`src/design/pnnt_pkg.sv`:
```
// ----------------------------------------------------------------------------
// Projected nearest-neighbor table package
// Shared widths, codes and payload types for the table, its cells and the
// projection unit.
// ----------------------------------------------------------------------------
package pnnt_pkg;

  localparam int TABLE_DEPTH_DEF = 256;
  localparam int DIMENSIONS_DEF  = 3;

  localparam int POS_BITS   = 24;
  localparam int VALUE_BITS = 32;
  localparam int DIR_BITS   = 16;
  localparam int KEY_BITS   = 40;
  localparam int OP_BITS    = 2;
  localparam int ST_BITS    = 2;
  localparam int CFG_IDX_BITS = 2;

  // Cells whose bracket selections are merged in one registered group.
  localparam int GRP_SIZE = 16;

  localparam logic [OP_BITS-1:0] OP_CLEAR = 2'd0;
  localparam logic [OP_BITS-1:0] OP_ADD   = 2'd1;
  localparam logic [OP_BITS-1:0] OP_QUERY = 2'd2;

  localparam logic [ST_BITS-1:0] ST_OK    = 2'd0;
  localparam logic [ST_BITS-1:0] ST_EMPTY = 2'd1;
  localparam logic [ST_BITS-1:0] ST_FULL  = 2'd2;

  localparam logic [CFG_IDX_BITS-1:0] REG_DIR_X = 2'd0;
  localparam logic [CFG_IDX_BITS-1:0] REG_DIR_Y = 2'd1;
  localparam logic [CFG_IDX_BITS-1:0] REG_DIR_Z = 2'd2;

  localparam logic signed [DIR_BITS-1:0] DIR_X_RESET = 16'sd16384;
  localparam logic signed [DIR_BITS-1:0] DIR_Y_RESET = 16'sd0;
  localparam logic signed [DIR_BITS-1:0] DIR_Z_RESET = 16'sd0;

  localparam logic signed [KEY_BITS-1:0] KEY_MAX = {1'b0, {(KEY_BITS-1){1'b1}}};
  localparam logic signed [KEY_BITS-1:0] KEY_MIN = {1'b1, {(KEY_BITS-1){1'b0}}};

  typedef struct packed {
    logic [OP_BITS-1:0]           operation;
    logic signed [POS_BITS-1:0]   pos_x;
    logic signed [POS_BITS-1:0]   pos_y;
    logic signed [POS_BITS-1:0]   pos_z;
    logic signed [VALUE_BITS-1:0] sample_value;
  } pnnt_in_t;

  typedef struct packed {
    logic signed [VALUE_BITS-1:0] result_value;
    logic [ST_BITS-1:0]           status;
  } pnnt_out_t;

  // Broadcast from the controller to every cell.
  typedef struct packed {
    logic                         insert;
    logic                         bracket;
    logic signed [KEY_BITS-1:0]   key;
    logic signed [VALUE_BITS-1:0] value;
  } pnnt_ctrl_t;

  // What a cell hands to its right-hand neighbor.
  typedef struct packed {
    logic                         le;
    logic                         shift;
    logic                         ge_stop;
    logic signed [KEY_BITS-1:0]   key;
    logic signed [VALUE_BITS-1:0] value;
  } pnnt_link_t;

  // Bracket entries, zero unless the cell is selected.
  typedef struct packed {
    logic signed [KEY_BITS-1:0]   lo_key;
    logic signed [KEY_BITS-1:0]   hi_key;
    logic signed [VALUE_BITS-1:0] lo_val;
    logic signed [VALUE_BITS-1:0] hi_val;
  } pnnt_sel_t;

endpackage

```
`src/design/pnnt_project.sv`:
```
// ----------------------------------------------------------------------------
// Projection unit
// Two-stage dot product of a point with the direction vector, saturated to
// the key width.
// ----------------------------------------------------------------------------
module pnnt_project #(
  parameter int DIMENSIONS = pnnt_pkg::DIMENSIONS_DEF
) (
  input  logic                                   clk,
  input  pnnt_pkg::pnnt_in_t                     item,
  input  logic signed [pnnt_pkg::DIR_BITS-1:0]   dir_x,
  input  logic signed [pnnt_pkg::DIR_BITS-1:0]   dir_y,
  input  logic signed [pnnt_pkg::DIR_BITS-1:0]   dir_z,
  output logic signed [pnnt_pkg::KEY_BITS-1:0]   key
);

  localparam int PROD_W      = pnnt_pkg::POS_BITS + pnnt_pkg::DIR_BITS;
  localparam int SUM_W       = PROD_W + 2;
  localparam int KEY_BITS_LO = pnnt_pkg::KEY_BITS - 1;

  logic signed [pnnt_pkg::POS_BITS-1:0] pos_a [3];
  logic signed [pnnt_pkg::DIR_BITS-1:0] dir_a [3];
  logic signed [PROD_W-1:0]             prod_nxt [3];
  logic signed [PROD_W-1:0]             prod_r [3];
  logic signed [SUM_W-1:0]              sum;
  logic [SUM_W-KEY_BITS_LO-1:0]         upper;
  logic signed [pnnt_pkg::KEY_BITS-1:0] key_nxt;
  logic signed [pnnt_pkg::KEY_BITS-1:0] key_r;

  assign pos_a[0] = item.pos_x;
  assign pos_a[1] = item.pos_y;
  assign pos_a[2] = item.pos_z;
  assign dir_a[0] = dir_x;
  assign dir_a[1] = dir_y;
  assign dir_a[2] = dir_z;

  always_comb begin
    for (int d = 0; d < 3; d++) begin
      if (d < DIMENSIONS) begin
        prod_nxt[d] = PROD_W'(pos_a[d]) * PROD_W'(dir_a[d]);
      end else begin
        prod_nxt[d] = '0;
      end
    end
  end

  always_ff @(posedge clk) begin
    for (int d = 0; d < 3; d++) begin
      prod_r[d] <= prod_nxt[d];
    end
    key_r <= key_nxt;
  end

  // The sum fits the key when all bits from the key's sign upward agree.
  always_comb begin
    sum   = SUM_W'(prod_r[0]) + SUM_W'(prod_r[1]) + SUM_W'(prod_r[2]);
    upper = sum[SUM_W-1:KEY_BITS_LO];
    if ((&upper) || (~|upper)) begin
      key_nxt = sum[pnnt_pkg::KEY_BITS-1:0];
    end else if (sum[SUM_W-1]) begin
      key_nxt = pnnt_pkg::KEY_MIN;
    end else begin
      key_nxt = pnnt_pkg::KEY_MAX;
    end
  end

  assign key = key_r;

endmodule

```
`config.mk`:
```
export PLATFORM = sky130hd
export DESIGN_NAME = pnnt_project
export DESIGN_NICKNAME = d
export VERILOG_FILES = /design/src/design/pnnt_pkg.sv /design/src/design/pnnt_project.sv
export SDC_FILE = /design/constraint.sdc
export NUM_CORES = 2
export LEC_CHECK = 0
export BUFFER_PORTS_ARGS = -buffer_cell sky130_fd_sc_hd__buf_2
export CAP_MARGIN = 20
export CORE_MARGIN = 4
export CORE_UTILIZATION = 47
export CTS_CLUSTER_DIAMETER = 120
export CTS_CLUSTER_SIZE = 8
export DETAILED_ROUTE_END_ITERATION = 10
export PLACE_DENSITY_LB_ADDON = 0.25
export SKIP_CTS_REPAIR_TIMING = 1
export SLEW_MARGIN = 20
export SYNTH_ARGS = -nofsm -noshare
export SYNTH_HDL_FRONTEND = slang
export SYNTH_SLANG_ARGS = --single-unit
```
`constraint.sdc`:
```
create_clock -name clk -period 7.72 [get_ports clk]
set_clock_uncertainty 0.1 [all_clocks]
set_input_delay 0.772 -clock clk [delete_from_list [all_inputs] [get_ports clk]]
set_output_delay 0.772 -clock clk [all_outputs]
set_load 0.005 [all_outputs]
```
; ---- After elaboration in Yosys (flattened, before gate mapping)
; Memories as Yosys holds them, arrays and structs flattened.
; Cells that the tools add are included.
[totals]
inputBits = 155
wordCells = 13
ff_bits = 40
mem_count = 1
out_inout_bits = 40
ramBits = 120
[classes]
multipliers = 3
add_sub_neg = 2
reduce_logical = 4
muxes = 2
[mem_list]
columns = memory, words, width, read_ports, rd_ports_with_merged_regs, write_ports, line_no
row1 = prod_r, 3, 40, 3, 0, 3, pnnt_project.sv:24  ; logic signed [PROD_W-1:0] prod_r [3];
[ops]
columns = operator, count
row1 = 24-bit by 16-bit multiplier with 40-bit output, 3
row2 = 40-bit two-way mux, 2
row3 = 41-bit by 40-bit adder with 42-bit output, 1
row4 = 40-bit by 40-bit adder with 41-bit output, 1
row5 = 3-bit AND reduction, 1
row6 = 3-bit OR reduction, 1
row7 = 1-bit logical NOT, 1
row8 = 1-bit logical OR, 1

; ---- Depth between registers and ports, before layout
[logic_depth]
word_depth = 6
depth_mapped = 26
mapped_depth_nobuf = 25

; ---- Least setup slack after synthesis
; Ideal clock, no wire load.
[synth_path]
path_type = input -> register
from = input dir_x[1] (netlist name)
to = memory prod_r[0][39] (netlist name)
t_arrival_ps = 6752
cell_stages = 24
required_time_ps = 7502
path_buffers = 1
setup_ps = 118
setup_slack_ps = 750
cell_sequence = clkbuf_1 nand2_1 fa_1 inv_1 fa_1 inv_1 fa_1 inv_1 fa_1 fa_1 inv_1 fa_1 inv_1 ha_1 a21oi_2 a21oi_1 or3_1 a31oi_2 a21oi_1 o41ai_2 o2111ai_1 a221o_1 a21o_1 xnor2_1
[synth_lines]
columns = item, line_no
row1 = start: declaration, pnnt_project.sv:11  ; input logic signed [pnnt_pkg::DIR_BITS-1:0] dir_x,
row2 = end: declaration, pnnt_project.sv:24

==> metrics.csv <==
metric,value,unit
run status,"complete, no violations",
CP Cell Sequence,buf_2 > nand2_1 > fa_1 > inv_1 > fa_1 > inv_1 > fa_1 > inv_1 > fa_1 > fa_1 > inv_1 > fa_1 > inv_1 > ha_1 > a21oi_1 > o21ai_0 > a221oi_1 > o221ai_1 > a21oi_1 > nor4b_1 > or3_1 > a31o_2 > a21oi_1 > xnor2_1,
Crit Path Max Fanout,24,
Hold Fails Final Rpt,0,
Setup crit start kind,primary input,
Longest Clk Path Bufs,2,
top cell family by delay on the critical path,adder cells,
vias per cell,5.09,
DR iter-0 viols,1786,
CP endpoint kind,register,
Worst-Skew Late Latency,0.44,ns
initial antenna violation count,1,
period utilization,0.921,
first-pass GRT wire length,187000,µm
unrepaired setup endpoints after global routing,false,
Sink Count,160,
CTS buffer count,17,
"slowest stage delay, CP",0.56,ns
Yosys cell types,76,
share of cells above drive strength 1,0.0513,
"flops & latches, synth",160,
setup slack at placement,0.155,ns
number of synthesized flops with an enable pin,0,
largest net degree at the start of global routing,40,
Syn Std Cell Area,47200,µm²
Die Y,325,µm
total track usage,0.218,
Layout area overhead,5.77,%
# diodes,0,
Slew headroom,0.480,
die width,325,µm
RePlAce Congestion,0.874,
ys async rst share,0,
setup violators final,0,
FF-to-FF End,key[35],
Max H-tree Level,4,
critical path arrival,7.32,ns
max-cap violations,0,
Nets,6848,
GR Overflow Total,0,
filler instances,9451,
Synth Flop Type,dfxtp_1,
Worst-Margin Slew,0.772,ns
Vias,33100,
TNS Setup,0,ns
drt wl/cell,16.9,µm
1st-pass router iterations,5,
"reg-to-reg slack, setup",2.83,ns
hold_sp,prod_r[0][0],
min Tclk post-route,7.11,ns
CORE AREA,99900,µm²
Post-DP HPWL,94700,µm
critical path type,primary input to register,
Final ANT Viol Nets,0,
Most common cell on crit path,fa_1,
port buffer count,160,
CP Buf/Inv Count,6,
CTS Root Cell,clkbuf_16,
Residual DRC,0,
row count,116,
hold depth,3,
"Avg Cell Area, Syn",9.18,µm²
fmax,141,MHz
HP Class,register to register,
WHS Endpoint,key[0],
die footprint,106000,µm²
syn nets,6796,
boundary pin count,195,
clk slew on worst S/H paths,0.07,ns
final setup margin,0.610,ns
effective utilization at floorplan,0.473,
CTS tree,yes,
yosys warns,0,
Critical-path top delay cell,fa_1,
Synth Instances,5144,
Worst Path Required,7.93,ns
post-synthesis sequential area ratio,0.0678,
Max Transition Viols Final,0,
Reg2Reg Depth,15,
vias in the first global route,35755,
final WL,110000,µm
Critical R2R Launch,prod_r[0][81],
[cell usage after synthesis, types with 3 or more instances]
library cell / count / area [µm²]
inv_1: 1302 / 4890
fa_1: 1163 / 23300
nand2_1: 692 / 2600
and2_1: 454 / 2840
ha_1: 334 / 4180
clkbuf_1: 176 / 661
dfxtp_1: 160 / 3200
xnor2_1: 125 / 1090
nor2_1: 121 / 454
a21oi_1: 114 / 571
o21ai_0: 97 / 485
a21o_1: 69 / 518
xor2_1: 42 / 368
nand2b_1: 29 / 181
nor3_1: 26 / 130
nand3_1: 23 / 115
o21bai_1: 20 / 150
a211oi_1: 18 / 135
o21a_1: 18 / 135
and3_1: 17 / 106
a31oi_1: 13 / 81.3
nand4_1: 12 / 75.1
o211ai_1: 11 / 82.6
nor2b_1: 10 / 62.6
or3_1: 7 / 43.8
o31ai_1: 6 / 45.0
a221o_1: 5 / 50.1
a21boi_0: 4 / 30.0
a31o_2: 4 / 35.0
nor3b_1: 4 / 30.0
a211o_1: 3 / 26.3
a21oi_2: 3 / 26.3
a221oi_1: 3 / 26.3
buf_6: 3 / 33.8
nand3b_1: 3 / 22.5
nand4b_1: 3 / 26.3
o22ai_1: 3 / 18.8
[worst max path at each step]
stage / startpoint / slack (ns) / endpoint / depth (start not counted)
after global placement: dir_y[4] / 0.15 / prod_r[0][79] / 24
after detailed placement: dir_y[4] / 0.15 / prod_r[0][79] / 24
after CTS: dir_y[4] / 0.60 / prod_r[0][79] / 24
after floorplan: dir_x[1] / 0.75 / prod_r[0][39] / 24
after global routing: dir_y[5] / 0.34 / prod_r[0][79] / 24
final: dir_y[4] / 0.61 / prod_r[0][79] / 24
[kinds of logic (layout without fill, tap and decap cells)]
family	Yosys count	after routing	share of synthesized area
buffers and inverters	1487	1552	0.119
flip-flops	160	160	0.0678
adder cells (fa/ha/maj)	1497	1497	0.582
AO/OA/AOI/OAI	422	422	0.0576
XOR/XNOR	167	167	0.0310
AND/OR/NAND/NOR	1410	1410	0.143
multiplexers	1	1	0.000238
[area by class of cell]
| class | count | area (µm²) | area share |
|---|---|---|---|
| multi-input combinational | 3497 | 38400 | 0.769 |
| inverter | 1302 | 4890 | 0.0978 |
| sequential | 160 | 3200 | 0.0641 |
| tap | 1298 | 1620 | 0.0325 |
| timing repair buffer | 218 | 1250 | 0.0250 |
| clock buffer | 18 | 439 | 0.00879 |
| clock inverter | 14 | 140 | 0.00281 |
[placed cells by master (no fill, tap or decap), types with 4 or more instances in the layout]
| master | Yosys | routed |
|---|---|---|
| clkbuf_16 | 0 | 17 |
| nand2b_1 | 29 | 29 |
| inv_6 | 0 | 6 |
| a31o_2 | 4 | 4 |
| fa_1 | 1163 | 1163 |
| o21a_1 | 18 | 18 |
| a21oi_1 | 114 | 114 |
| and2_1 | 454 | 454 |
| nor2b_1 | 10 | 10 |
| nor3_1 | 26 | 26 |
| a211oi_1 | 18 | 18 |
| o31ai_1 | 6 | 6 |
| nor3b_1 | 4 | 4 |
| a21boi_0 | 4 | 4 |
| a221o_1 | 5 | 5 |
| and3_1 | 17 | 17 |
| nor2_1 | 121 | 121 |
| nand2_1 | 692 | 692 |
| o21ai_0 | 97 | 97 |
| o21bai_1 | 20 | 20 |
| nand4_1 | 12 | 12 |
| or3_1 | 7 | 7 |
| o211ai_1 | 11 | 11 |
| inv_1 | 1302 | 1302 |
| buf_2 | 2 | 160 |
| nand3_1 | 23 | 23 |
| xor2_1 | 42 | 42 |
| ha_1 | 334 | 334 |
| a31oi_1 | 13 | 13 |
| dfxtp_1 | 160 | 160 |
| a21o_1 | 69 | 69 |
| xnor2_1 | 125 | 125 |
| buf_4 | 1 | 57 |
[registers in the layout, summed over array words and instances (netlist names)]
register  flops
key          40
prod_r      120
[metal layers]
| layer | up-vias | GRT usage | wire length [µm] |
|---|---|---|---|
| met5 | - | 0 | 0 |
| li1 | 15130 | - | - |
| met2 | 820 | 0.361 | 52400 |
| met1 | 17012 | 0.313 | 49700 |
| met3 | 138 | 0.0247 | 5450 |
| met4 | 0 | 0.0435 | 2300 |
[tightest hold or removal path: cells and delay by family, from the launching register on]
| family | cells | cell delay [ns] |
|---|---|---|
| buffers and inverters | 1 | 0.07 |
| AOI/OAI and AO/OA | 1 | 0.05 |
| DFF | 1 | 0.30 |
| adders and majority gates | 1 | 0.17 |
[metrics by stage]
stage	hold slack [ns]	instances	cell area, µm²	util
3_5_place_dp	0.544	6475	49400	0.494
5_1_grt	0.594	6507	49900	0.500
6_report	0.547	6507	49900	0.500
2_1_floorplan	0.470	5144	47200	-
4_1_cts	0.555	6507	49900	0.500
3_3_place_gp	0.530	6475	49400	0.494
Power is left out: the tool's default activity adds up to more than one toggle a clock period on the data nets, which glitch-free logic cannot reach.
