### src/design/pnnt_pkg.sv
// ----------------------------------------------------------------------------
// Projected nearest-neighbor table package
// Shared widths, codes and payload types for the table, its cells and the
// projection unit.
// ----------------------------------------------------------------------------
package pnnt_pkg;

  localparam int TABLE_DEPTH_DEF = 256;
  localparam int DIMENSIONS_DEF  = 3;

  localparam int POS_BITS   = 24;
  localparam int VALUE_BITS = 32;
  localparam int DIR_BITS   = 16;
  localparam int KEY_BITS   = 40;
  localparam int OP_BITS    = 2;
  localparam int ST_BITS    = 2;
  localparam int CFG_IDX_BITS = 2;

  // Cells whose bracket selections are merged in one registered group.
  localparam int GRP_SIZE = 16;

  localparam logic [OP_BITS-1:0] OP_CLEAR = 2'd0;
  localparam logic [OP_BITS-1:0] OP_ADD   = 2'd1;
  localparam logic [OP_BITS-1:0] OP_QUERY = 2'd2;

  localparam logic [ST_BITS-1:0] ST_OK    = 2'd0;
  localparam logic [ST_BITS-1:0] ST_EMPTY = 2'd1;
  localparam logic [ST_BITS-1:0] ST_FULL  = 2'd2;

  localparam logic [CFG_IDX_BITS-1:0] REG_DIR_X = 2'd0;
  localparam logic [CFG_IDX_BITS-1:0] REG_DIR_Y = 2'd1;
  localparam logic [CFG_IDX_BITS-1:0] REG_DIR_Z = 2'd2;

  localparam logic signed [DIR_BITS-1:0] DIR_X_RESET = 16'sd16384;
  localparam logic signed [DIR_BITS-1:0] DIR_Y_RESET = 16'sd0;
  localparam logic signed [DIR_BITS-1:0] DIR_Z_RESET = 16'sd0;

  localparam logic signed [KEY_BITS-1:0] KEY_MAX = {1'b0, {(KEY_BITS-1){1'b1}}};
  localparam logic signed [KEY_BITS-1:0] KEY_MIN = {1'b1, {(KEY_BITS-1){1'b0}}};

  typedef struct packed {
    logic [OP_BITS-1:0]           operation;
    logic signed [POS_BITS-1:0]   pos_x;
    logic signed [POS_BITS-1:0]   pos_y;
    logic signed [POS_BITS-1:0]   pos_z;
    logic signed [VALUE_BITS-1:0] sample_value;
  } pnnt_in_t;

  typedef struct packed {
    logic signed [VALUE_BITS-1:0] result_value;
    logic [ST_BITS-1:0]           status;
  } pnnt_out_t;

  // Broadcast from the controller to every cell.
  typedef struct packed {
    logic                         insert;
    logic                         bracket;
    logic signed [KEY_BITS-1:0]   key;
    logic signed [VALUE_BITS-1:0] value;
  } pnnt_ctrl_t;

  // What a cell hands to its right-hand neighbor.
  typedef struct packed {
    logic                         le;
    logic                         shift;
    logic                         ge_stop;
    logic signed [KEY_BITS-1:0]   key;
    logic signed [VALUE_BITS-1:0] value;
  } pnnt_link_t;

  // Bracket entries, zero unless the cell is selected.
  typedef struct packed {
    logic signed [KEY_BITS-1:0]   lo_key;
    logic signed [KEY_BITS-1:0]   hi_key;
    logic signed [VALUE_BITS-1:0] lo_val;
    logic signed [VALUE_BITS-1:0] hi_val;
  } pnnt_sel_t;

endpackage

### src/design/pnnt_cell.sv
// ----------------------------------------------------------------------------
// Table cell
// Holds one sorted (key, value) entry, shifts right on insert and marks
// itself as the low or high end of a query bracket.
// ----------------------------------------------------------------------------
module pnnt_cell #(
  parameter int IDX   = 0,
  parameter int CNT_W = 9
) (
  input  logic                 clk,
  input  logic                 rst_n,
  input  pnnt_pkg::pnnt_ctrl_t ctrl,
  input  logic [CNT_W-1:0]     count,
  input  pnnt_pkg::pnnt_link_t prev,
  input  logic                 next_is_c,
  output pnnt_pkg::pnnt_link_t link,
  output logic                 is_c,
  output pnnt_pkg::pnnt_sel_t  sel,
  output logic                 hi_sel
);

  logic signed [pnnt_pkg::KEY_BITS-1:0]   key_r;
  logic signed [pnnt_pkg::VALUE_BITS-1:0] val_r;
  logic                                   sel_lo_r;
  logic                                   sel_hi_r;
  logic                                   valid;
  logic                                   last;
  logic                                   le;
  logic                                   ge;

  assign valid = CNT_W'(IDX) < count;
  assign last  = count == CNT_W'(IDX + 1);
  assign le    = valid && (key_r <= ctrl.key);
  assign ge    = key_r >= ctrl.key;

  assign link.le      = le;
  assign link.shift   = valid && !le;
  assign link.ge_stop = (IDX >= 1) && valid && ge;
  assign link.key     = key_r;
  assign link.value   = val_r;

  // This cell is the upper bracket entry when it is the first entry from
  // index one on whose key reaches the query key, or the last entry.
  assign is_c = (IDX >= 1) && valid && (ge || last) && !prev.ge_stop;

  always_ff @(posedge clk) begin
    if (ctrl.insert) begin
      if (prev.shift) begin
        key_r <= prev.key;
        val_r <= prev.value;
      end else if (!le && prev.le) begin
        key_r <= ctrl.key;
        val_r <= ctrl.value;
      end
    end
  end

  always_ff @(posedge clk) begin
    if (!rst_n) begin
      sel_lo_r <= 1'b0;
      sel_hi_r <= 1'b0;
    end else if (ctrl.bracket) begin
      sel_lo_r <= next_is_c;
      sel_hi_r <= is_c;
    end
  end

  assign sel.lo_key = sel_lo_r ? key_r : '0;
  assign sel.hi_key = sel_hi_r ? key_r : '0;
  assign sel.lo_val = sel_lo_r ? val_r : '0;
  assign sel.hi_val = sel_hi_r ? val_r : '0;
  assign hi_sel     = sel_hi_r;

endmodule

### config.mk
export PLATFORM = sky130hd
export DESIGN_NAME = pnnt_cell
export DESIGN_NICKNAME = d
export VERILOG_FILES = /design/src/design/pnnt_pkg.sv /design/src/design/pnnt_cell.sv
export SDC_FILE = /design/constraint.sdc
export NUM_CORES = 1
export LEC_CHECK = 0
export BUFFER_PORTS_ARGS = -buffer_cell sky130_fd_sc_hd__buf_2
export CAP_MARGIN = 20
export CORE_AREA = 2 2 150 152
export CTS_CLUSTER_DIAMETER = 120
export DETAILED_ROUTE_END_ITERATION = 6
export DIE_AREA = 0 0 152 154
export PLACE_DENSITY_LB_ADDON = 0.12
export SLEW_MARGIN = 5
export SYNTH_ARGS = -nofsm -noshare
export SYNTH_HDL_FRONTEND = slang
export SYNTH_SLANG_ARGS = --single-unit
### constraint.sdc
create_clock -name clk -period 7.55 [get_ports clk]
set_input_delay 0.755 -clock clk [delete_from_list [all_inputs] [get_ports clk]]
set_output_delay 0.755 -clock clk [all_outputs]
set_load 0.01 [all_outputs]
# --- Word-level counts from Yosys, hierarchy flattened ---
# Cells that the tools add are included.
word_totals:
  reg_bits: 73
  wordCells: 17
op_classes:
  order_cmp: 2
  n_mux: 6
  reduce_logical: 6
ops:
  columns: ["cell", "count"]
  rows:
  - ["40-bit 2-to-1 mux", 3]
  - ["32-bit 2-to-1 mux", 3]
  - ["40-bit <= comparator", 1]
  - ["1-bit by 9-bit less-than comparator with 1-bit output, first input constant", 1]
  - ["1-bit logical AND", 3]
  - ["2-bit AND reduction", 1]
  - ["2-bit nonzero test", 1]
  - ["1-bit zero test", 1]

# --- Logic depth before layout (Yosys ltp) ---
# Gate-level depths: netlist (run 1).
depth:
  word_depth: 6
  ltp_mapped: 9

# --- Worst setup path after synthesis (run 1) ---
# Ideal clock, no wire load.
synth_timing:
  kind: "input -> register"
  start: "input port ctrl[71] in the netlist's numbering"
  end: "register key_r[0] in the netlist's numbering, enable pin"
  arrival_ns: 5.737
  setup_slack_ns: 1.279
  stages: 8
  n_path_buf: 0
  cell_sequence: "inv_1 > ha_1 > nand4_2 > nor4_4 > and3_1 > o31a_2 > nor3_1 > o221ai_1"
synth_via:
  elab_chain_cells: 6
synth_lines:
  columns: ["element", "line_no", "rtl"]
  rows:
  - ["from (decl)", "pnnt_cell.sv:12", "input pnnt_pkg::pnnt_ctrl_t ctrl,"]
  - ["40-bit <= comparator", "pnnt_cell.sv:33", "assign le = valid && (key_r <= ctrl.key);"]
  - ["1-bit logical AND", "pnnt_cell.sv:33", null]
  - ["1-bit zero test", "pnnt_cell.sv:51", "end else if (!le && prev.le) begin"]
  - ["1-bit logical AND", "pnnt_cell.sv:51", null]
  - ["2-bit nonzero test (no source line)", null, null]
  - ["2-bit AND reduction (no source line)", null, null]
  - ["to (signal assigned)", "pnnt_cell.sv:49", "key_r <= prev.key;"]
  - ["to (signal assigned)", "pnnt_cell.sv:52", "key_r <= ctrl.key;"]
  - ["to (decl)", "pnnt_cell.sv:22", "logic signed [pnnt_pkg::KEY_BITS-1:0] key_r;"]
# No other way between the ends.
# A chain may end at the register's enable or synchronous reset.

# --- Worst setup path in the final report (run 1) ---
layout_timing:
  start: "input port ctrl[71] in the netlist's numbering"
  end: "register key_r[10] in the netlist's numbering, enable pin"
# Same word-level chain as after synthesis.

==> impl_summary.log, run 1 <==
INFO  metric gp_congestion = 0.709
INFO  metric cts.path.max_buffers = 2
INFO  metric syn-mean-instance-area = 9.99 µm²
INFO  metric power.leakage = 0.00358 µW
INFO  metric maxSlewViolCount = 0
INFO  metric cp_max_fo = 33
INFO  metric routed.top_layer = met4
INFO  metric timing.setup.critical_path_class = primary input to register
INFO  metric drive_gt1_frac = 0.445
INFO  metric worst_skew_pair.late_latency = 340 ps
INFO  metric syn_area = 5120 µm²
INFO  metric critical-path-top-delay-family = compound AO/OA/AOI/OAI gates
INFO  metric initial_utilization = 0.236
INFO  metric clock.fmax = 266 MHz
INFO  metric crit_path_end_kind = register
INFO  metric stdcell_count = 1097
INFO  metric data_required_time_of_the_critical_path = 7540 ps
INFO  metric min_period = 3760 ps
INFO  metric postCtsSetupBuffers = 0
INFO  metric drt_drc_violations_left = 0
INFO  metric drt-vias-per-instance = 3.97
INFO  metric routed_antenna_nets = 0
INFO  metric synth-edff-count = 72
INFO  metric boundaryPins = 382
INFO  metric wl_met2 = 7680 µm
INFO  metric grt_start_max_net_pins = 74
INFO  metric tritoncts = built
INFO  metric max_stage_delay = 670 ps
INFO  metric vias_in_the_first_global_route = 4104
INFO  metric routed-via-count = 4360
INFO  metric setup_viol_count_final = 0
INFO  metric post-synth-top-area-fraction = 0.422
INFO  metric critical_path_buf_inv_count = 4
INFO  metric pd_cells = 182 nW/µm²
INFO  metric synth.area.top_cells = sky130_fd_sc_hd__edfxtp_1, sky130_fd_sc_hd__buf_4, sky130_fd_sc_hd__ha_1, sky130_fd_sc_hd__and2_1, sky130_fd_sc_hd__mux2_2
INFO  metric crit_path_frequent_cell = sky130_fd_sc_hd__inv_1
INFO  metric timing.reg2reg.setup_slack = 3880 ps
INFO  metric timing.clock.skew = 12.7 ps
INFO  metric grt_setup_unrepaired = false
INFO  metric postLayoutCellArea = 7030 µm²
INFO  metric startpoint_type = primary input
INFO  metric run_status = complete, no violations
INFO  metric wl_met3 = 1290 µm
INFO  metric slowest_cell_on_the_critical_path = sky130_fd_sc_hd__o221ai_4
INFO  metric routed_metal_1_wire_length = 6230 µm
INFO  metric place_area = 6680 µm²
INFO  metric final_net_count = 1013
INFO  metric cts_num_sinks = 73
INFO  metric critical_path.cell_chain = buf_2 > inv_1 > ha_1 > nand4_2 > nor4_4 > inv_1 > o22ai_1 > nor3_1 > o221ai_4 > buf_4
INFO  metric die_width = 152 µm
INFO  metric die_area = 23400 µm²
INFO  metric rows = 54
INFO  metric cts.htree.levels = 3
INFO  metric drv_cap = 0
INFO  metric area_growth = 37.1%
INFO  metric ys_ff_latch = 73
INFO  metric post-route-util = 0.324
INFO  metric drt_iter0_drc = 108
INFO  metric worst_ep_arrival_time = 3740 ps
INFO  metric tns = 0 ps
INFO  metric clk_slew_on_worst_s_h_paths = 60 ps
INFO  metric post_cts_resized = 0
INFO  metric finalWirelength = 15400 µm
INFO  metric total_routing_resource_utilization_after_global_routing = 0.126
INFO  metric post-place-cells = 1080
INFO  metric cts_buffers = 9
INFO  metric post_drt_wl_per_cell = 14.0 µm
INFO  metric synth_cells = 513
INFO  metric final.period_utilization = 0.498
INFO  metric drt_pre_antenna_iters = 5
INFO  metric floorplan.die.height = 154 µm
INFO  metric globalRoute.totalOverflow = 0
INFO  metric synthArstFlopShare = 0
INFO  metric port_buffers = 305
INFO  metric worst_slew_pin_slew = 848 ps
INFO  metric cts_hold_repair.buffers = 0
INFO  metric synth_cell_types = 36
INFO  metric synth_ff_type = sky130_fd_sc_hd__edfxtp_1
INFO  metric synthMostInstantiatedCell = sky130_fd_sc_hd__buf_4
INFO  metric antenna_found_initial = 1
INFO  metric max_slew_margin = 0.435
INFO  metric final-hold-violation-count = 0
INFO  metric holdCritPathClass = primary input to register
INFO  metric fp.coreArea = 21700 µm²
INFO  metric yosys.area.top_type = sky130_fd_sc_hd__edfxtp_1
INFO  metric yosysWarningCount = 0
INFO  metric yosys-top-cells-count = sky130_fd_sc_hd__buf_4, sky130_fd_sc_hd__and2_1, sky130_fd_sc_hd__edfxtp_1, sky130_fd_sc_hd__nand2_1, sky130_fd_sc_hd__o21ai_0
INFO  metric seq_area_frac_synth = 0.426
INFO  metric grt_first_pass_wirelength = 23000 µm
INFO  metric post-dp-hpwl = 12200 µm
INFO  metric worst_vdd_drop = 0.0845 mV
INFO  metric fin_hold_ws = 647 ps
INFO  metric root_buffer = sky130_fd_sc_hd__clkbuf_16
[report_power, final]
part           switching, µW  total, µW  internal (µW)
Clock                    181        471            290
Combinational            162        286            124
Sequential              26.1        523            496
[routing by layer]
layer / up-vias / track usage
met2: 208 / 0.219
met5: - / 0
li1: 2215 / -
met4: 0 / 0.0414
met1: 1928 / 0.148
met3: 9 / 0.0389
[worst paths after layout]
path | from | end | cells past startpoint
setup / recovery | ctrl[71] | key_r[10]$_DFFE_PP_ | 10
hold / removal | rst_n | sel_lo_r$_SDFFE_PN0P_ | 2
setup reg to reg | key_r[39]$_DFFE_PP_ | key_r[10]$_DFFE_PP_ | 8
hold reg to reg | sel_lo_r$_SDFFE_PN0P_ | sel_lo_r$_SDFFE_PN0P_ | 3
[logic make-up (layout without fill, tap and decap cells)]
| logic type | Yosys count | count (layout) | synth area share |
|---|---|---|---|
| mux | 34 | 34 | 0.0745 |
| fa+ha+maj | 40 | 40 | 0.0977 |
| buf+inv | 137 | 366 | 0.156 |
| other cells | 1 | 76 | 0.000732 |
| simple gates | 155 | 155 | 0.167 |
| flops | 73 | 73 | 0.426 |
| compound gates | 73 | 73 | 0.0789 |
[metrics by stage]
step           worst slack (ps)  power, µW
2_1_floorplan              1280        719
3_3_place_gp               3290        824
3_5_place_dp               3260        822
4_1_cts                    3630       1310
5_1_grt                    3480       1350
6_report                   3790       1280
[cell type report]
type | count | area [µm²]
inverters | 42 | 158
diodes | 1 | 2.50
clock buffers | 9 | 225
well taps | 280 | 350
repair buffers | 309 | 1580
clock inverters | 6 | 90.1
fillers | 2304 | 14700
multi-input cells | 377 | 2440
flip-flops and latches | 73 | 2180
[layout by cell type, fill, tap and decap left out, drive strengths merged]
master and n:
nand3 3, a211oi 1, and2 72, and4 2, ha 40, nor2 4
o21ba 1, and3 1, o311a 1, inv 44, edfxtp 72, clkinvlp 1
a221oi 2, buf 309, dfxtp 1, nand3b 1, clkinv 1, diode 1
mux2i 1, o22ai 1, bufinv 2, clkbuf 9, or4 1, a21boi 1
a21oi 18, o221ai 1, nand2b 1, o21ai 44, nand4 9, mux2 33
o211ai 2, conb 75, o31a 1, nor3 3, nor2b 2, nand2 51
nor4 5
[state kept, by name, summed over array words and instances, names as in the netlist]
register and count:
key_r 40, val_r 32, sel_lo_r 1
No activity file was read; power rests on OpenSTA's default activity.
==> run 2: changes to the inputs <==
clock period = 3.7 ns   (was 7.55 ns; I/O delays follow)
==> run 2 against run 1 <==
Effect of this change:
- final area about the same
- first-iteration DRC count is 61% higher
- worst setup slack lost 3200 ps
- sequential power grew 100%
- largest cell class unchanged
- die area is the same
- critical endpoint is now link[73]
- routed wire length grew 1.9%
- clock power increased by 92%
- utilization about the same
- critical path depth decreased by 2
- global-route usage is 0.30 points higher
==> impl_summary.log, run 2 (synthesized netlist as in run 1, its figures left out) <==
INFO  metric gp_congestion = 0.702 (-0.90%)
INFO  metric boundaryPins = 382 (unchanged)
INFO  metric grt_setup_unrepaired = false
INFO  metric post-dp-hpwl = 12400 µm (+1.7%)
INFO  metric drt_drc_violations_left = 0 (unchanged)
INFO  metric root_buffer = sky130_fd_sc_hd__clkbuf_16
INFO  metric timing.reg2reg.setup_slack = 770 ps (-3110 ps)
INFO  metric antenna_found_initial = 0 (-1)
INFO  metric worst_vdd_drop = 0.194 mV (+130%)
INFO  metric postCtsSetupBuffers = 0 (unchanged)
INFO  metric reg2reg_depth = 8 (unchanged)
INFO  metric cts_hold_repair.buffers = 0 (unchanged)
INFO  metric holdCritPathClass = primary input to register
INFO  metric drive_gt1_frac = 0.444 (-0.000544)
INFO  metric max_slew_margin = 0.520 (+0.0856)
INFO  metric setup_viol_count_final = 0 (unchanged)
INFO  metric drt-vias-per-instance = 4.00 (+0.53%)
INFO  metric crit_path_end_kind = output port
INFO  metric drv_cap = 0 (unchanged)
INFO  metric cts.path.max_buffers = 2 (unchanged)
INFO  metric final_net_count = 1013 (unchanged)
INFO  metric post_cts_resized = 0 (unchanged)
INFO  metric run_status = complete, no violations
INFO  metric post_drt_wl_per_cell = 14.3 µm (+1.9%)
INFO  metric vias_in_the_first_global_route = 4174 (+1.7%)
INFO  metric drt_pre_antenna_iters = 4 (-1)
INFO  metric area_growth = 37.0% (about the same)
INFO  metric cp_max_fo = 7 (-79%)
INFO  metric data_required_time_of_the_critical_path = 3330 ps (-4210 ps)
INFO  metric clock.fmax = 322 MHz
INFO  metric filler_cell_count = 2303 (-0.043%)
INFO  metric grt_start_max_net_pins = 63 (-15%)
INFO  metric max_stage_delay = 440 ps (-230 ps)
INFO  metric routed-via-count = 4383 (+0.53%)
INFO  metric globalRoute.totalOverflow = 0 (unchanged)
INFO  metric tritoncts = built
INFO  metric total_routing_resource_utilization_after_global_routing = 0.129 (+0.00304)
INFO  metric min_period = 3110 ps
INFO  metric power.leakage = 0.00357 µW (-0.22%)
INFO  metric die_area = 23400 µm² (unchanged)
INFO  metric layout_top_registers = key_r x40, val_r x32, sel_lo_r x1
INFO  metric tns = 0 ps (unchanged)
INFO  metric cts.htree.levels = 3 (unchanged)
INFO  metric cts_num_sinks = 73 (unchanged)
INFO  metric setup.worst_path.end = link[73]
INFO  metric critical_path.cell_chain = ha_1 > nand4_2 > nor4_4 > and3_1 > o31a_2 > o311a_2 > o21ba_1 > buf_2
INFO  metric startpoint_type = register
INFO  metric antennaDiodeCount = 0 (-1)
INFO  metric maxSlewViolCount = 0 (unchanged)
INFO  metric worst_r2r_endpoint = val_r[9]$_DFFE_PP_
INFO  metric most_common_cell_after_layout_fill_and_taps_aside = sky130_fd_sc_hd__buf_2
INFO  metric worst_slew_pin_slew = 719 ps (-128 ps)
INFO  metric worst_ep_arrival_time = 2740 ps (-1000 ps)
INFO  metric routed_antenna_nets = 0 (unchanged)
INFO  metric critical_path.reg2reg.startpoint = key_r[39]$_DFFE_PP_
INFO  metric die_width = 152 µm (unchanged)
INFO  metric final.period_utilization = 0.839
INFO  metric slowest_cell_on_the_critical_path = sky130_fd_sc_hd__ha_1
INFO  metric worst_setup_path_startpoint = key_r[39]$_DFFE_PP_
INFO  metric clk_slew_on_worst_s_h_paths = 70 ps (about the same)
INFO  metric finalWirelength = 15700 µm (+1.9%)
INFO  metric grt_first_pass_wirelength = 23400 µm (+2.0%)
INFO  metric initial_utilization = 0.236 (unchanged)
INFO  metric cts_buffers = 9 (unchanged)
INFO  metric largest_register_ffs = 40 (unchanged)
INFO  metric drt_iter0_drc = 174 (+61%)
INFO  metric pd_cells = 364 nW/µm² (+100%)
INFO  metric rows = 54 (unchanged)
INFO  metric worst_skew_pair.late_latency = 350 ps (about the same)
INFO  metric final_cell_mix = sky130_fd_sc_hd__buf_2, sky130_fd_sc_hd__conb_1, sky130_fd_sc_hd__and2_1, sky130_fd_sc_hd__edfxtp_1, sky130_fd_sc_hd__nand2_1
INFO  metric fp.coreArea = 21700 µm² (unchanged)
INFO  metric port_buffers = 305 (unchanged)
INFO  metric floorplan.die.height = 154 µm (unchanged)
INFO  metric timing.setup.critical_path_class = register to output port
INFO  metric max_flop_register = key_r
INFO  metric final-hold-violation-count = 0 (unchanged)
INFO  metric power = 2560 µW (+100%)
INFO  metric timing.clock.skew = 12.3 ps (-0.409 ps)
run 2: cell types whose count changed in the layout (fill, tap and decap cells not counted):
cell                         before  now
sky130_fd_sc_hd__buf_12           0    3
sky130_fd_sc_hd__buf_4            4    2
sky130_fd_sc_hd__buf_16           1    0
sky130_fd_sc_hd__bufinv_16        2    1
sky130_fd_sc_hd__clkbuf_1         0    1
sky130_fd_sc_hd__clkinv_4         0    1
sky130_fd_sc_hd__clkinvlp_4       1    2
sky130_fd_sc_hd__diode_2          1    0
sky130_fd_sc_hd__inv_6            2    1
run 2: area by class of cell:
cell class	count	area, µm²	area share
multi-input combinational	377	2440	0.347
sequential	73	2180	0.311
timing repair buffer	309	1600	0.227
tap	280	350	0.0499
clock buffer	10	229	0.0326
inverter	42	158	0.0224
clock inverter	6	67.6	0.00962
run 2: metal layers:
layer,up-vias,routed length [µm],GRT usage
met5,-,0,0
met4,0,282,0.0445
met3,17,1450,0.0485
met2,222,7520,0.217
met1,1931,6420,0.152
li1,2213,-,-
run 2: metrics by stage:
stage / area (µm²) / hold WS, ps / cells / util / setup WS (ps)
5_1_grt: 7020 / 261 / 1097 / 0.324 / 364
6_report: 7020 / 263 / 1097 / 0.324 / 595
3_3_place_gp: 6710 / 646 / 1080 / 0.309 / 650
4_1_cts: 7020 / 247 / 1097 / 0.324 / 479
2_1_floorplan: 5420 / 498 / 587 / - / 257
3_5_place_dp: 6730 / 624 / 1081 / 0.310 / 628
run 2: worst max-delay path, delay by kind of cell (launching register included):
kind	cells	cell delay, ps
AO/OA/AOI/OAI	3	510
adder cells (fa/ha/maj)	1	440
buffers and inverters	1	130
flip-flops	1	420
AND/OR/NAND/NOR	3	890
run 2: how the worst min path moves through the flow:
stage	from	end	slack (ps)	depth (start not counted)
final	rst_n	sel_lo_r$_SDFFE_PN0P_	260	2
after floorplan	rst_n	sel_lo_r$_SDFFE_PN0P_	500	1
after CTS	rst_n	sel_lo_r$_SDFFE_PN0P_	250	2
after global placement	rst_n	sel_lo_r$_SDFFE_PN0P_	650	2
after global routing	rst_n	sel_lo_r$_SDFFE_PN0P_	260	2
after detailed placement	rst_n	sel_lo_r$_SDFFE_PN0P_	620	2
run 2: power breakdown:
group	leakage [µW]	internal (µW)	switching (µW)
clock network	0.000139	525	378
logic	0.00273	258	333
registers	0.000699	1010	53.1
==> run 3: changes to the inputs <==
ABC_AREA = 1   (was unset)
CORE_AREA = 2 2 149 151   (was 2 2 150 152)
DIE_AREA = 0 0 151 153   (was 0 0 152 154)
clock period = 2.5 ns   (was 3.7 ns; I/O delays follow)
==> run 3 against run 2 <==
Effect of this change:
- the flow now finishes with violations (negative setup slack)
- die area fell by 1.3%
- first-iteration DRC count down 7.5%
- worst setup slack worse by 660 ps
- utilization grew 4.7 points
- via count increased by 16%
- power rose by 55%
- register-to-register slack worse by 830 ps
- combinational power rose by 74%
- critical path type is now register to register
==> impl_summary.log, run 3 <==
INFO  metric gp_congestion = 0.792 (+13%)
INFO  metric postLayoutCellArea = 7960 µm² (+13%)
INFO  metric drt-vias-per-instance = 3.77 (-5.7%)
INFO  metric crit_path_frequent_cell = sky130_fd_sc_hd__nand2_2
INFO  metric seq_area_frac_synth = 0.409 (-0.0163)
INFO  metric final_cell_mix = sky130_fd_sc_hd__buf_2, sky130_fd_sc_hd__nand2_1, sky130_fd_sc_hd__inv_1, sky130_fd_sc_hd__conb_1, sky130_fd_sc_hd__edfxtp_1
INFO  metric pd_cells = 499 nW/µm² (+37%)
INFO  metric min_period = 2560 ps
INFO  metric floorplan.die.height = 153 µm (-0.65%)
INFO  metric post-route-util = 0.371 (+0.0468)
INFO  metric drt_drc_violations_left = 0 (unchanged)
INFO  metric cts.htree.levels = 3 (unchanged)
INFO  metric rows = 54 (unchanged)
INFO  metric timing.reg2reg.setup_slack = -60 ps (-830 ps)
INFO  metric port_buffers = 305 (unchanged)
INFO  metric synth_ff_type = sky130_fd_sc_hd__edfxtp_1
INFO  metric syn_area = 5330 µm² (+4.0%)
INFO  metric root_buffer = sky130_fd_sc_hd__clkbuf_16
INFO  metric crit_path_end_kind = register
INFO  metric yosys.area.top_type = sky130_fd_sc_hd__edfxtp_1
INFO  metric finalWirelength = 17100 µm (+9.4%)
INFO  metric antenna_found_initial = 1 (+1)
INFO  metric critical_path.cell_chain = ha_4 > nand2_4 > nor2_4 > nand3_2 > nor2_4 > nand2_2 > nor2_2 > nor2_2 > nand3_1 > nand3_2 > nand2_2 > nand2_2 > a21oi_4 > buf_6 > clkbuf_16
INFO  metric die_width = 151 µm (-0.66%)
INFO  metric die_area = 23100 µm² (-1.3%)
INFO  metric clock.fmax = 390 MHz
INFO  metric timing.clock.skew = 9.60 ps (-2.69 ps)
INFO  metric reg2reg_depth = 15 (+7)
INFO  metric worst_setup_path_startpoint = key_r[38]$_DFFE_PP_
INFO  metric yosysWarningCount = 0 (unchanged)
INFO  metric cts_buffers = 9 (unchanged)
INFO  metric cts_num_sinks = 73 (unchanged)
INFO  metric synth-edff-count = 72 (unchanged)
INFO  metric post_drt_wl_per_cell = 12.6 µm (-11%)
INFO  metric critical_path_buf_inv_count = 2 (+1)
INFO  metric maxSlewViolCount = 0 (unchanged)
INFO  metric final-hold-violation-count = 0 (unchanged)
INFO  metric critical_path.reg2reg.startpoint = key_r[38]$_DFFE_PP_
INFO  metric timing.setup.critical_path_class = register to register
INFO  metric critical-path-top-delay-family = simple AND/OR/NAND/NOR gates
INFO  metric slowest_cell_on_the_critical_path = sky130_fd_sc_hd__edfxtp_1
INFO  metric routed-via-count = 5104 (+16%)
INFO  metric area_growth = 49.4%
INFO  metric largest_register_ffs = 40 (unchanged)
INFO  metric synthArstFlopShare = 0 (unchanged)
INFO  metric post-dp-hpwl = 13100 µm (+5.3%)
INFO  metric synthMostInstantiatedCell = sky130_fd_sc_hd__nand2_1
INFO  metric drive_gt1_frac = 0.388 (-0.0560)
INFO  metric final.period_utilization = 1.02
INFO  metric min_delay_path_depth = 2 (unchanged)
INFO  metric synth_cell_types = 23 (-36%)
INFO  metric max_stage_delay = 440 ps (about the same)
INFO  metric worst_r2r_endpoint = val_r[13]$_DFFE_PP_
INFO  metric grt_start_max_net_pins = 48 (-24%)
INFO  metric tritoncts = built
INFO  metric yosys-top-cells-count = sky130_fd_sc_hd__nand2_1, sky130_fd_sc_hd__inv_1, sky130_fd_sc_hd__buf_4, sky130_fd_sc_hd__edfxtp_1, sky130_fd_sc_hd__o21ai_0
INFO  metric clk_slew_on_worst_s_h_paths = 60 ps (about the same)
INFO  metric most_common_cell_after_layout_fill_and_taps_aside = sky130_fd_sc_hd__buf_2
INFO  metric globalRoute.totalOverflow = 0 (unchanged)
INFO  metric worst_skew_pair.late_latency = 340 ps (about the same)
INFO  metric cp_max_fo = 10 (+3)
INFO  metric post-route-worst-setup-slack = -62.0 ps (-657 ps)
INFO  metric initial_utilization = 0.248 (+0.0117)
INFO  metric cts.path.max_buffers = 2 (unchanged)
INFO  metric boundaryPins = 382 (unchanged)
INFO  metric drt_pre_antenna_iters = 4 (unchanged)
INFO  metric vias_in_the_first_global_route = 4695 (+12%)
INFO  metric synth_cells = 711 (+39%)
INFO  metric failed_checks = negative setup slack
INFO  metric startpoint_type = register
INFO  metric setup_viol_count_final = 73 (+73)
INFO  metric holdCritPathClass = primary input to register
INFO  metric hold_path_end = sel_lo_r$_SDFFE_PN0P_
INFO  metric worst_ep_arrival_time = 2620 ps (-120 ps)
INFO  metric synth.area.top_cells = sky130_fd_sc_hd__edfxtp_1, sky130_fd_sc_hd__nand2_1, sky130_fd_sc_hd__buf_4, sky130_fd_sc_hd__inv_1, sky130_fd_sc_hd__ha_1
INFO  metric syn-mean-instance-area = 7.49 µm² (-25%)
INFO  metric max_flop_register = key_r
INFO  metric total_routing_resource_utilization_after_global_routing = 0.140 (+0.0111)
INFO  metric drv_cap = 0 (unchanged)
INFO  metric final_net_count = 1270 (+25%)
INFO  metric data_required_time_of_the_critical_path = 2550 ps (-780 ps)
INFO  metric fp.coreArea = 21500 µm² (-0.93%)
INFO  metric run_status = complete, but fails checks
INFO  metric ys_ff_latch = 73 (unchanged)
INFO  metric hold_start = ctrl[72]
INFO  metric layout_top_registers = key_r x40, val_r x32, sel_lo_r x1
INFO  metric grt_first_pass_wirelength = 24700 µm (+5.5%)
INFO  metric drt_iter0_drc = 161 (-7.5%)
INFO  metric place_area = 7240 µm² (+7.6%)
INFO  metric grt_setup_unrepaired = true
INFO  metric routed_antenna_nets = 0 (unchanged)
INFO  metric power.leakage = 0.00485 µW (+36%)
INFO  metric post-synth-top-area-fraction = 0.406 (-0.0161)
INFO  metric worst_vdd_drop = 0.325 mV (+67%)
==> run 3: cell types whose count changed in the layout (fill, tap and decap cells not counted), moves of 6 or more <==
| cell | previous run | this run |
|---|---|---|
| sky130_fd_sc_hd__mux2_2 | 33 | 0 |
| sky130_fd_sc_hd__nand2_2 | 0 | 6 |
| sky130_fd_sc_hd__buf_4 | 2 | 54 |
| sky130_fd_sc_hd__inv_1 | 42 | 136 |
| sky130_fd_sc_hd__and2_1 | 72 | 0 |
| sky130_fd_sc_hd__a21oi_1 | 18 | 12 |
| sky130_fd_sc_hd__nand4_1 | 8 | 0 |
| sky130_fd_sc_hd__nand2_1 | 51 | 269 |
| sky130_fd_sc_hd__buf_6 | 0 | 6 |
| sky130_fd_sc_hd__nor2_2 | 0 | 8 |
==> run 3: per-layer routing <==
metal | up-vias | part of all wire | track usage
met1 | 2150 | 0.44 | 0.173
met3 | 20 | 0.064 | 0.0346
li1 | 2734 | - | -
met4 | 0 | 0.018 | 0.0445
met2 | 200 | 0.48 | 0.238
met5 | - | 0 | 0
==> run 3: worst reg2reg max path, stage by stage, from the launching register on <==
cell,delay (ps)
sky130_fd_sc_hd__edfxtp_1,440
sky130_fd_sc_hd__ha_4,320
sky130_fd_sc_hd__nand2_4,50
sky130_fd_sc_hd__nor2_4,110
sky130_fd_sc_hd__nand3_2,100
sky130_fd_sc_hd__nor2_4,160
sky130_fd_sc_hd__nand2_2,80
sky130_fd_sc_hd__nor2_2,90
sky130_fd_sc_hd__nor2_2,50
sky130_fd_sc_hd__nand3_1,90
sky130_fd_sc_hd__nand3_2,90
sky130_fd_sc_hd__nand2_2,90
sky130_fd_sc_hd__nand2_2,70
sky130_fd_sc_hd__a21oi_4,220
sky130_fd_sc_hd__buf_6,170
sky130_fd_sc_hd__clkbuf_16,160
==> run 3: how the worst max path moves through the flow <==
stage,endpoint,slack (ps),depth (start not counted)
after CTS,key_r[32]$_DFFE_PP_,-60,15
final,val_r[13]$_DFFE_PP_,-60,15
after floorplan,key_r[0]$_DFFE_PP_,-740,13
after detailed placement,val_r[0]$_DFFE_PP_,-150,14
after global routing,key_r[15]$_DFFE_PP_,-220,15
after global placement,key_r[35]$_DFFE_PP_,-100,14
==> run 3: repair_timing <==
action                                  4_1_cts  5_1_grt
setup buffers                                 7        4
gates cloned                                  2        6
pin swaps                                     1       16
hold buffers                                  0        0
endpoints found under the setup margin       74       74
gates resized for setup                       7       23
==> run 3: kinds of logic (layout without fill, tap and decap cells) <==
logic type      after synthesis  in the layout  share of synthesized area
fa+ha+maj                    40             40                     0.0939
compound gates               58             58                     0.0556
buf+inv                     236            525                      0.220
simple gates                303            303                      0.220
flops                        73             73                      0.409
other cells                   1             76                   0.000704
==> run 3: metrics by stage <==
step	worst slack [ps]	setup TNS [ps]	power (µW)	hold WS, ps	cells
after floorplan	-740	-53260	2110	343	785
after global placement	-102	-6480	2470	463	1319
final	-62.0	-3280	3970	107	1355
after CTS	-55.8	-2450	3970	93.3	1344
after global routing	-217	-14800	4220	102	1355
after detailed placement	-153	-10340	2470	461	1319
==> run 3: final cells by class <==
type,instances,area [µm²]
Tap cell,280,350
Clock inverter,7,95.1
Inverter,137,514
Fill cell,2339,13500
Sequential cell,73,2180
Timing Repair Buffer,372,2210
Antenna cell,1,2.50
Clock buffer,9,225
Multi-Input combinational cell,476,2380
==> run 3: power breakdown <==
| part | switching [µW] | internal (µW) |
|---|---|---|
| sequential | 57.3 | 1460 |
| combinational | 558 | 471 |
| clock | 549 | 874 |
